$ cat config.mk
export PLATFORM = sky130hd
export DESIGN_NAME = lav_rows
export DESIGN_NICKNAME = d
export VERILOG_FILES = /design/src/hdl/lav_pkg.sv /design/src/hdl/lav_rows.sv
export SDC_FILE = /design/constraint.sdc
export NUM_CORES = 1
export LEC_CHECK = 0
export ABC_AREA = 1
export BUFFER_PORTS_ARGS = -buffer_cell sky130_fd_sc_hd__buf_2
export CAP_MARGIN = 40
export CORE_AREA = 2 2 250 252
export DETAILED_ROUTE_END_ITERATION = 7
export DIE_AREA = 0 0 252 254
export GPL_ROUTABILITY_DRIVEN = 0
export PLACE_DENSITY = 0.63
export SLEW_MARGIN = 20
export SYNTH_ARGS = -nofsm -noshare
export SYNTH_HDL_FRONTEND = slang
export SYNTH_SLANG_ARGS = --single-unit
$ cat constraint.sdc
create_clock -name i_clk -period 2.75 [get_ports i_clk]
set_input_delay 0.825 -clock i_clk [delete_from_list [all_inputs] [get_ports i_clk]]
set_output_delay 0.825 -clock i_clk [all_outputs]
set_load 0.1 [all_outputs]
$ cat src/hdl/lav_pkg.sv
// Shared constants, the matrix bundle type and the rounding helper of the look-at core.
package lav_pkg;

    localparam int DATA_W          = 32;
    localparam int NORM_W          = 30;
    localparam int NORM_MSB        = 29;
    localparam int SQ_W            = 62;
    localparam int LEN_W           = 31;
    localparam int ISQ_STEPS       = LEN_W;
    localparam int RND_W           = 72;
    localparam int ROWS            = 4;
    localparam int ROW_W           = 2;
    localparam int CYCLES_PER_ITEM = 4;

    localparam logic [ROW_W-1:0] LAST_ROW = ROW_W'(ROWS - 1);

    typedef struct packed {
        logic [ROWS-1:0][DATA_W-1:0] col0;
        logic [ROWS-1:0][DATA_W-1:0] col1;
        logic [ROWS-1:0][DATA_W-1:0] col2;
        logic [ROWS-1:0][DATA_W-1:0] col3;
        logic                        deg;
    } t_mat;

    // Rounds a value with twice the fraction bits to nearest, ties away from zero,
    // and saturates to the signed 32-bit range.
    function automatic logic [DATA_W-1:0] round_sat(input logic signed [RND_W-1:0] v,
                                                    input int unsigned frac);
        logic [RND_W-1:0] mag;
        logic [RND_W-1:0] m;
        logic [RND_W-1:0] res;
        mag = v[RND_W-1] ? (~v + RND_W'(1)) : v;
        m   = (mag + (RND_W'(1) << (frac - 1))) >> frac;
        if (v[RND_W-1]) begin
            if (m > RND_W'(64'h8000_0000)) begin
                res = RND_W'(64'h8000_0000);
            end else begin
                res = ~m + RND_W'(1);
            end
        end else begin
            if (m > RND_W'(64'h7FFF_FFFF)) begin
                res = RND_W'(64'h7FFF_FFFF);
            end else begin
                res = m;
            end
        end
        return res[DATA_W-1:0];
    endfunction

endpackage

$ cat src/hdl/lav_rows.sv
// Row sequencer: holds one finished matrix and sends its four rows on successive cycles.
module lav_rows (
    input  logic                        i_clk,
    input  logic                        i_rst_n,
    input  logic                        i_valid,
    input  lav_pkg::t_mat               i_mat,
    output logic                        o_valid,
    output logic [lav_pkg::ROW_W-1:0]   o_row_index,
    output logic [lav_pkg::DATA_W-1:0]  o_entry_col0,
    output logic [lav_pkg::DATA_W-1:0]  o_entry_col1,
    output logic [lav_pkg::DATA_W-1:0]  o_entry_col2,
    output logic [lav_pkg::DATA_W-1:0]  o_entry_col3,
    output logic                        o_last_row,
    output logic                        o_degenerate
);
    import lav_pkg::*;

    logic              r_act, n_act;
    logic [ROW_W-1:0]  r_row, n_row;
    t_mat              r_mat;
    logic              r_ovld;
    logic [ROW_W-1:0]  r_orow;
    logic [DATA_W-1:0] r_oc0, r_oc1, r_oc2, r_oc3;
    logic              r_olast, r_odeg;

    // A new matrix may arrive in the cycle that sends the last row of the previous one.
    always_comb begin
        n_act = i_valid | (r_act & (r_row != LAST_ROW));
        if (i_valid) begin
            n_row = '0;
        end else if (r_act) begin
            n_row = r_row + ROW_W'(1);
        end else begin
            n_row = r_row;
        end
    end

    always_ff @(posedge i_clk) begin
        if (!i_rst_n) begin
            r_act  <= 1'b0;
            r_row  <= '0;
            r_ovld <= 1'b0;
        end else begin
            r_act  <= n_act;
            r_row  <= n_row;
            r_ovld <= r_act;
        end
    end

    always_ff @(posedge i_clk) begin
        if (i_valid) begin
            r_mat <= i_mat;
        end
        r_orow  <= r_row;
        r_oc0   <= r_mat.col0[r_row];
        r_oc1   <= r_mat.col1[r_row];
        r_oc2   <= r_mat.col2[r_row];
        r_oc3   <= r_mat.col3[r_row];
        r_olast <= (r_row == LAST_ROW);
        r_odeg  <= r_mat.deg;
    end

    assign o_valid      = r_ovld;
    assign o_row_index  = r_orow;
    assign o_entry_col0 = r_oc0;
    assign o_entry_col1 = r_oc1;
    assign o_entry_col2 = r_oc2;
    assign o_entry_col3 = r_oc3;
    assign o_last_row   = r_olast;
    assign o_degenerate = r_odeg;

endmodule

==> out/qor.yml, run 1 <==
status: "completed"
seq_area_frac_synth_pct: 74.52
drive_gt1_share_pct: 27.27
syn-cell-area_um2: 24320
ant_nets: 0
slew_viol_final: 0
crit_type: "reg -> out"
grt_pass1_vias: 16820
yosysWarnings: 0
num_vias: 16660
track_usage_pct: 18.96
grt_pass1_wl_mm: 92.38
die_area_um2: 64010
die_y_um: 254
worst_ep_required_time_ns: 1.93
clkTransAtPathRegs_ns: 0.06
critPathSlowestCell: "buf_2"
rsz0062_at_grt: "no"
routedWlPerCell_um: 16.94
fin_crit_ns: 2.398
fin_total_pwr_mw: 23.98
io_buffer_count: 648
p_per_area_nw_per_um2: 780.0
cts_sinks: 649
drt_iter0_drc: 972
setup_viol: 0
hold_buffers: 0
ys.flop_type: "edfxtp_1"
first_pass_iters: 5
crit_fanout: 1
crit_family: "buffers and inverters"
drcViolationCount: 0
drt_wl_total_mm: 62.57
path_buf_inv: 1
synth_top_area_cell: "edfxtp_1"
fmax_ghz: 0.4171
final.period_utilization_pct: 87.19
dp_cells: 3547
ys_seq_elements: 649
synth_nets: 2675
row_count: 91
fin_tns_setup_ns: 0
yosysMostFrequentCell: "nand2_1"
nets: 3345
p_int_mw: 17.41
area_delta_synth_final_pct: 26.38
core-area_um2: 61260
clockRootBuffer: "clkbuf_16"
avgSynthCellArea_um2: 11.27
ios: 649
critPathMaxStageDelay_ns: 0.49
netlist.area_leader.share_pct: 63.33
power_frac_clock_pct: 37.1
netSwitchingFraction_pct: 27.41
cts_made_buffers: 69
ys_top_cells_by_area: "edfxtp_1 63%, dfxtp_1 11%, nand2_1 10%, inv_1 8.0%, nand3_1 5.3%"
avgViaCountPerCell: 4.510
vdd_drop_max_mv: 0.6644
tightest_slew_ns: 0.8300
cts_buffer_depth: 3
synth_cell_types: 13
fin_ws_ns: 0.3523
place_ws_ns: 0.6521
slew_headroom_pct: 44.67
antenna_found_initial: 30
hold_path_class: "reg -> reg"
fp.dieW_um: 252
cp.arrival_ns: 1.57
synth_common_cells: "647 x nand2_1, 516 x inv_1, 513 x edfxtp_1"
hold-worst-slack_ns: 0.3487
start_util_pct: 39.71
cap_violations: 0
tritoncts: "yes"
post_cts_resized: 0
instances_no_fill: 3694
synth-edff-count: 513
cp_cell_sequence: "buf_2"
p_leak_nw: 14.90
cts_setup_buffers: 0
p_comb_share_pct: 14.0
h-tree-depth: 3
synthArstFlopShare_pct: 0
grt_start_max_net_pins: 142
worst_setup_path_end_kind: "output port"
clkLatencyLatePin_ns: 0.60
skew_ns: 0.03526
overflow: 0
seqPwrFrac_pct: 49.0
dp_hpwl_mm: 43.33
syn-instance-count: 2158
crit_path_start_kind: "register"
p_sw_mw: 6.571
hold_viol: 0
==> power groups by stage <==
stage / sequential (mW) / clock, mW / combinational, mW
after floorplan: 13.5 / 0 / 0.683
after global placement: 11.9 / 0 / 3.33
after detailed placement: 11.9 / 0 / 3.36
after CTS: 11.7 / 9.12 / 3.38
after global routing: 11.8 / 9.50 / 3.57
final: 11.7 / 8.89 / 3.35
==> cell families (layout without fill, tap and decap cells) <==
| family | after synthesis | after routing | synth area share, % |
|---|---|---|---|
| buffers and inverters | 602 | 1326 | 10.11 |
| AND/OR/NAND/NOR | 903 | 903 | 15.25 |
| adder cells (fa/ha/maj) | 1 | 1 | 0.05143 |
| other | 0 | 22 | 0 |
| flip-flops | 649 | 649 | 74.52 |
| AO/OA/AOI/OAI | 3 | 3 | 0.06171 |
==> final timing paths <==
path	start	to	slack (ns)	cells after the start
worst max-delay path	o_entry_col0[13]	o_entry_col0[13]	0.35	1
worst min-delay path	r_mat[0]	o_degenerate	0.35	0
worst max register to register	r_row[0]	o_entry_col0[12]	1.06	5
worst min register to register	r_mat[0]	o_degenerate	0.35	0
==> registers in the layout (all words and copies together) (netlist names) <==
register      cells
o_entry_col3     32
o_valid           1
o_entry_col1     32
r_act             1
o_entry_col0     32
r_mat           513
o_row_index       2
o_degenerate      1
o_last_row        1
o_entry_col2     32
r_row             2
==> final cells by class <==
cell class / instances / area, um2
fillers: 5480 / 30510
flip-flops and latches: 649 / 18130
multi-input cells: 907 / 3737
repair buffers: 684 / 3699
clock buffers: 99 / 1962
inverters: 517 / 1951
well taps: 790 / 988.4
clock inverters: 26 / 215.2
diodes: 22 / 55.05
==> metal layers <==
metal	track usage (%)	up-vias	wire (um)
met2	32.85	574	31660
met5	0	-	171
met4	8.233	26	1982
met3	5.388	153	4743
met1	21.95	7802	24010
li1	-	8105	-
==> placed cells by master (no fill, tap or decap), drive strengths merged, types with 20 or more instances in the layout <==
master / count
buf: 684
nand3: 256
clkinv: 20
diode: 22
clkbuf: 99
inv: 520
edfxtp: 513
nand2: 647
dfxtp: 136
==> through the flow <==
stage               util [%]  cell area (um2)
floorplan                  -            24320
global placement       46.54            28510
detailed placement     46.54            28510
CTS                    50.10            30690
global route           50.14            30720
finish                 50.19            30740
No activity file was read; power rests on OpenSTA's default activity.
==> run 2, diff against run 1 <==
--- a/config.mk
+++ b/config.mk
@@ -6,7 +6,7 @@
 export NUM_CORES = 1
 export LEC_CHECK = 0
 export ABC_AREA = 1
-export BUFFER_PORTS_ARGS = -buffer_cell sky130_fd_sc_hd__buf_2
+export BUFFER_PORTS_ARGS = -buffer_cell sky130_fd_sc_hd__buf_4
 export CAP_MARGIN = 40
 export CORE_AREA = 2 2 250 252
 export DETAILED_ROUTE_END_ITERATION = 7
==> run 2 against run 1 <==
Effect of this change: count of clock-buffer cells in the layout unchanged; worst hold slack barely moved; final cell count fell by 0.46%; total power grew 2.5%; clock power up 3.0%; core utilization is 2.6 points higher; largest cell class unchanged; largest power group unchanged.
==> out/qor.yml, run 2 (synthesis gave the netlist of run 1 again) <==
worst_setup_path_end_kind: "output port"
crit_type: "reg -> out"
hold_viol: 0  # unchanged
status: "completed"
die_area_um2: 64010  # unchanged
fin_crit_ns: 2.095  # -0.3025 ns
critPathSlowestCell: "dfxtp_1"
clkLatencyLatePin_ns: 0.60  # about the same
avgViaCountPerCell: 4.491  # -0.41%
nFillCells: 5309  # -3.1%
largest_reg_flops: 513  # unchanged
drt_iter0_drc: 1115  # +15%
core-area_um2: 61260  # unchanged
routedWlPerCell_um: 17.21  # +1.6%
place_ws_ns: 0.6807  # +0.02862 ns
p_per_area_nw_per_um2: 759.6  # -2.6%
fmax_ghz: 0.4773  # +14%
p_leak_nw: 15.49  # +4.0%
slew_headroom_pct: 48.55  # +3.9 points
die_y_um: 254  # unchanged
track_usage_pct: 19.10  # +0.14 points
grt_pass1_vias: 16210  # -3.7%
mostFrequentLayoutCell: "buf_4"
drt_wl_total_mm: 63.28  # +1.1%
grt_pass1_wl_mm: 91.83  # -0.61%
worst_ep_required_time_ns: 1.93  # about the same
fin_tns_setup_ns: 0  # unchanged
overflow: 0  # unchanged
start_util_pct: 39.71  # unchanged
drcViolationCount: 0  # unchanged
final.period_utilization_pct: 76.19  # -11 points
grt_start_max_net_pins: 136  # -4.2%
dp_hpwl_mm: 44.38  # +2.4%
num_vias: 16520  # -0.87%
skew_ns: 0.02863  # -0.006630 ns
nets: 3344  # -0.030%
clkTransAtPathRegs_ns: 0.06  # about the same
critPathMaxStageDelay_ns: 0.36  # -0.13 ns
clockRootBuffer: "clkbuf_16"
cp_cell_sequence: "buf_4"
cts_setup_buffers: 0  # unchanged
largest-register: "r_mat"
slew_viol_final: 0  # unchanged
place_area_um2: 30100  # +5.6%
tightest_slew_ns: 0.7718  # -0.05817 ns
path_buf_inv: 1  # unchanged
final_area_um2: 32340  # +5.2%
cts_sinks: 649  # unchanged
cp.arrival_ns: 1.27  # -0.30 ns
h-tree-depth: 3  # unchanged
area_delta_synth_final_pct: 32.97
fin_ws_ns: 0.6548  # +0.3025 ns
ant_nets: 0  # unchanged
drive_gt1_share_pct: 27.47  # +0.20 points
cap_violations: 0  # unchanged
hold_path_class: "reg -> reg"
first_pass_iters: 8  # +3
cts_made_buffers: 70  # +1.4%
antenna_found_initial: 10  # -67%
setup_viol: 0  # unchanged
post_cts_resized: 0  # unchanged
row_count: 91  # unchanged
io_buffer_count: 648  # unchanged
crit_fanout: 1  # unchanged
fp.dieW_um: 252  # unchanged
tritoncts: "yes"
hold_buffers: 0  # unchanged
ios: 649  # unchanged
crit_path_start_kind: "register"
fin_total_pwr_mw: 24.57  # +2.5%
final_cell_mix: "668 x buf_4, 647 x nand2_1, 515 x inv_1"
rsz0062_at_grt: "no"
cts_buffer_depth: 3  # unchanged
vdd_drop_max_mv: 0.5102  # -23%
crit_family: "flip-flops"
## run 2: final cells by class
class / count / area, um2 / share of cell area [%]
repair buffers: 682 / 5290 / 16.36
well taps: 790 / 988.4 / 3.056
flip-flops and latches: 649 / 18130 / 56.07
clock buffers: 99 / 1951 / 6.031
diodes: 4 / 10.01 / 0.03095
clock inverters: 29 / 282.8 / 0.8742
multi-input cells: 907 / 3737 / 11.55
inverters: 517 / 1951 / 6.031
## run 2: worst paths after layout
path                     from                to  slack (ns)  depth (start not counted)
max reg2reg          r_row[1]  o_entry_col3[13]        1.15                          3
min reg2reg          r_mat[0]      o_degenerate        0.35                          0
min                  r_mat[0]      o_degenerate        0.35                          0
max          o_entry_col1[15]  o_entry_col1[15]        0.65                          1
## run 2: through the flow
stage	utilization (%)	std cells	hold WS, ns
2_1_floorplan	-	2158	0.3233
3_3_place_gp	49.14	3545	0.3298
3_5_place_dp	49.14	3545	0.3401
4_1_cts	52.79	3673	0.3443
5_1_grt	52.80	3676	0.3414
6_report	52.80	3677	0.3491
## run 2: power by group
part           switching, mW  internal [mW]  total (mW)
Sequential             0.241           11.5        11.7
Combinational           2.61           1.06        3.67
Clock                   3.80           5.36        9.16
Total                   6.65           17.9        24.6
## run 2: per-layer routing
metal	part of all wire, %	global-route usage, %	vias up
met5	0.12	0	-
met4	3.3	7.692	12
met3	9.3	6.668	125
met2	49	32.37	640
met1	38	22.17	7669
li1	-	-	8069
==> run 3, diff against run 2 <==
--- a/config.mk
+++ b/config.mk
@@ -8,11 +8,11 @@
 export ABC_AREA = 1
 export BUFFER_PORTS_ARGS = -buffer_cell sky130_fd_sc_hd__buf_4
 export CAP_MARGIN = 40
-export CORE_AREA = 2 2 250 252
+export CORE_AREA = 2 2 252 254
 export DETAILED_ROUTE_END_ITERATION = 7
-export DIE_AREA = 0 0 252 254
+export DIE_AREA = 0 0 254 256
 export GPL_ROUTABILITY_DRIVEN = 0
-export PLACE_DENSITY = 0.63
+export PLACE_DENSITY = 0.65
 export SLEW_MARGIN = 20
 export SYNTH_ARGS = -nofsm -noshare
 export SYNTH_HDL_FRONTEND = slang
==> constraint.sdc (replaced) <==
create_clock -name i_clk -period 1.7 [get_ports i_clk]
set_input_delay 0.51 -clock i_clk [delete_from_list [all_inputs] [get_ports i_clk]]
set_output_delay 0.51 -clock i_clk [all_outputs]
set_load 0.1 [all_outputs]
==> run 3 against run 2 <==
Effect of this change: flip-flop and latch count stayed put; clock power is 70% higher; worst setup slack worse by 0.62 ns; wire length rose by 3.1%; cell area up 6.2%; critical path depth stayed put; non-clock buffer count is 36 higher; core utilization increased by 2.3 points; count of clock-buffer cells in the layout down 6; worst hold slack worse by 0.27 ns; first-iteration DRC count fell by 8.2%; critical path type unchanged; largest power group unchanged.
==> out/qor.yml, run 3 (synthesis gave the netlist of run 1 again) <==
grt_pass1_vias: 17130  # +5.7%
clockRootBuffer: "clkbuf_16"
p_int_mw: 30.64  # +71%
crit_fanout: 1  # unchanged
grt_start_max_net_pins: 70  # -49%
fin_ws_ns: 0.03302  # -0.6218 ns
fin_total_pwr_mw: 41.63  # +69%
p_comb_share_pct: 16.2  # +1.2 points
final_cell_mix: "647 x nand2_1, 559 x buf_4, 515 x inv_1"
setup_viol: 0  # unchanged
crit_type: "reg -> out"
antenna_found_initial: 10  # unchanged
track_usage_pct: 19.85  # +0.75 points
fp.dieW_um: 254  # +0.79%
hold_path_class: "in -> reg"
power_frac_clock_pct: 37.6  # +0.3 points
dp_hpwl_mm: 46.85  # +5.6%
core-area_um2: 62390  # +1.9%
mostFrequentLayoutCell: "nand2_1"
grtUsageMet1_pct: 23.54  # +1.4 points
critPathMaxStageDelay_ns: 0.39  # +0.03 ns
num_vias: 16760  # +1.5%
path_buf_inv: 1  # unchanged
critPathSlowestCell: "dfxtp_4"
grt_util_met2_pct: 32.80  # +0.44 points
drcViolationCount: 0  # unchanged
nets: 3380  # +1.1%
drive_gt1_share_pct: 30.36  # +2.9 points
clkLatencyLatePin_ns: 0.60  # about the same
cp.arrival_ns: 1.16  # -0.11 ns
die_y_um: 256  # +0.79%
clkTransAtPathRegs_ns: 0.06  # about the same
worst_ep_required_time_ns: 1.19  # -0.74 ns
status: "completed"
slew_headroom_pct: 67.32  # +19 points
grt_util_met3_pct: 5.858  # -0.81 points
place_ws_ns: 0.1895  # -0.4912 ns
tritoncts: "yes"
fmax_ghz: 0.5999
h-tree-depth: 3  # unchanged
io_buffer_count: 648  # unchanged
final_util_pct: 55.08  # +2.3 points
tightest_slew_ns: 0.4903  # -0.2815 ns
crit_path_start_kind: "register"
start_util_pct: 38.99  # -0.72 points
cp_cell_sequence: "buf_12"
largest_reg_flops: 513  # unchanged
drt_wl_total_mm: 65.24  # +3.1%
hold_viol: 0  # unchanged
grt_pass1_wl_mm: 97.42  # +6.1%
vdd_drop_max_mv: 0.8910  # +75%
area_delta_synth_final_pct: 41.26
ant_nets: 0  # unchanged
multi_input_area_um2: 3737  # unchanged
die_area_um2: 65020  # +1.6%
fin_crit_ns: 1.667
grt-busiest-layer: "met2"
seqPwrFrac_pct: 46.2  # -1.6 points
crit_family: "flip-flops"
skew_ns: 0.03509  # +0.006455 ns
cap_violations: 0  # unchanged
nFillCells: 5163  # -2.8%
cts_made_buffers: 70  # unchanged
routedWlPerCell_um: 17.29  # +0.48%
first_pass_iters: 5  # -3
drt_iter0_drc: 1024  # -8.2%
cts_buffer_depth: 3  # unchanged
cts_setup_buffers: 0  # unchanged
avgViaCountPerCell: 4.442  # -1.1%
cts_sinks: 649  # unchanged
rsz0062_at_grt: "yes"
ios: 649  # unchanged
fin_tns_setup_ns: 0  # unchanged
regArea_um2: 18230  # +0.50%
p_sw_mw: 10.99  # +65%
worst_setup_path_end_kind: "output port"
p_leak_nw: 16.24  # +4.8%
p_per_area_nw_per_um2: 1212  # +60%
row_count: 92  # +1.1%
slew_viol_final: 0  # unchanged
hold_buffers: 0  # unchanged
largest-register: "r_mat"
overflow: 0  # unchanged
netSwitchingFraction_pct: 26.40  # -0.67 points
final.period_utilization_pct: 98.06
## run 3: timing repair
| action | 4_1_cts | 5_1_grt |
|---|---|---|
| gates resized for setup | 334 | 43 |
| endpoints found under the setup margin | 133 | 34 |
| endpoints found under the hold margin | 0 | 0 |
## run 3: layout make-up
cell class | count | area share (%)
flip-flops and latches | 649 | 53.04
repair buffers | 718 | 20.32
multi-input cells | 907 | 10.88
inverters | 517 | 5.677
clock buffers | 93 | 5.582
well taps | 846 | 3.081
clock inverters | 34 | 1.362
diodes | 9 | 0.06554
## run 3: path summary, 6_finish.rpt
check	depth (start not counted)	to	from	slack, ns
worst max register to register	5	o_entry_col0[13]	r_row[0]	0.24
worst min-delay path	1	r_mat[430]	i_mat[430]	0.08
worst max-delay path	1	o_entry_col0[5]	o_entry_col0[5]	0.03
worst min register to register	0	o_degenerate	r_mat[0]	0.43
## run 3: power by group through the flow
stage | sequential (mW) | clock, mW | combinational, mW
floorplan | 21.9 | 0 | 1.10
global placement | 19.3 | 0 | 6.02
detailed placement | 19.4 | 0 | 6.09
CTS | 19.2 | 16.0 | 6.72
global route | 19.3 | 16.6 | 7.15
finish | 19.2 | 15.6 | 6.76
## run 3: metal layers
layer / wire (um) / vias to the layer above
met5: 12 / -
met4: 2913 / 2
met3: 5752 / 158
met2: 31670 / 655
met1: 24890 / 7789
li1: - / 8154
## run 3: through the flow
step	hold slack [ns]	std cells	cell area (um2)
finish	0.08162	3773	34360
global route	0.04644	3772	34360
CTS	0.03370	3764	34190
global placement	0.4371	3637	30590
floorplan	0.3233	2158	24320
detailed placement	0.4239	3637	30590
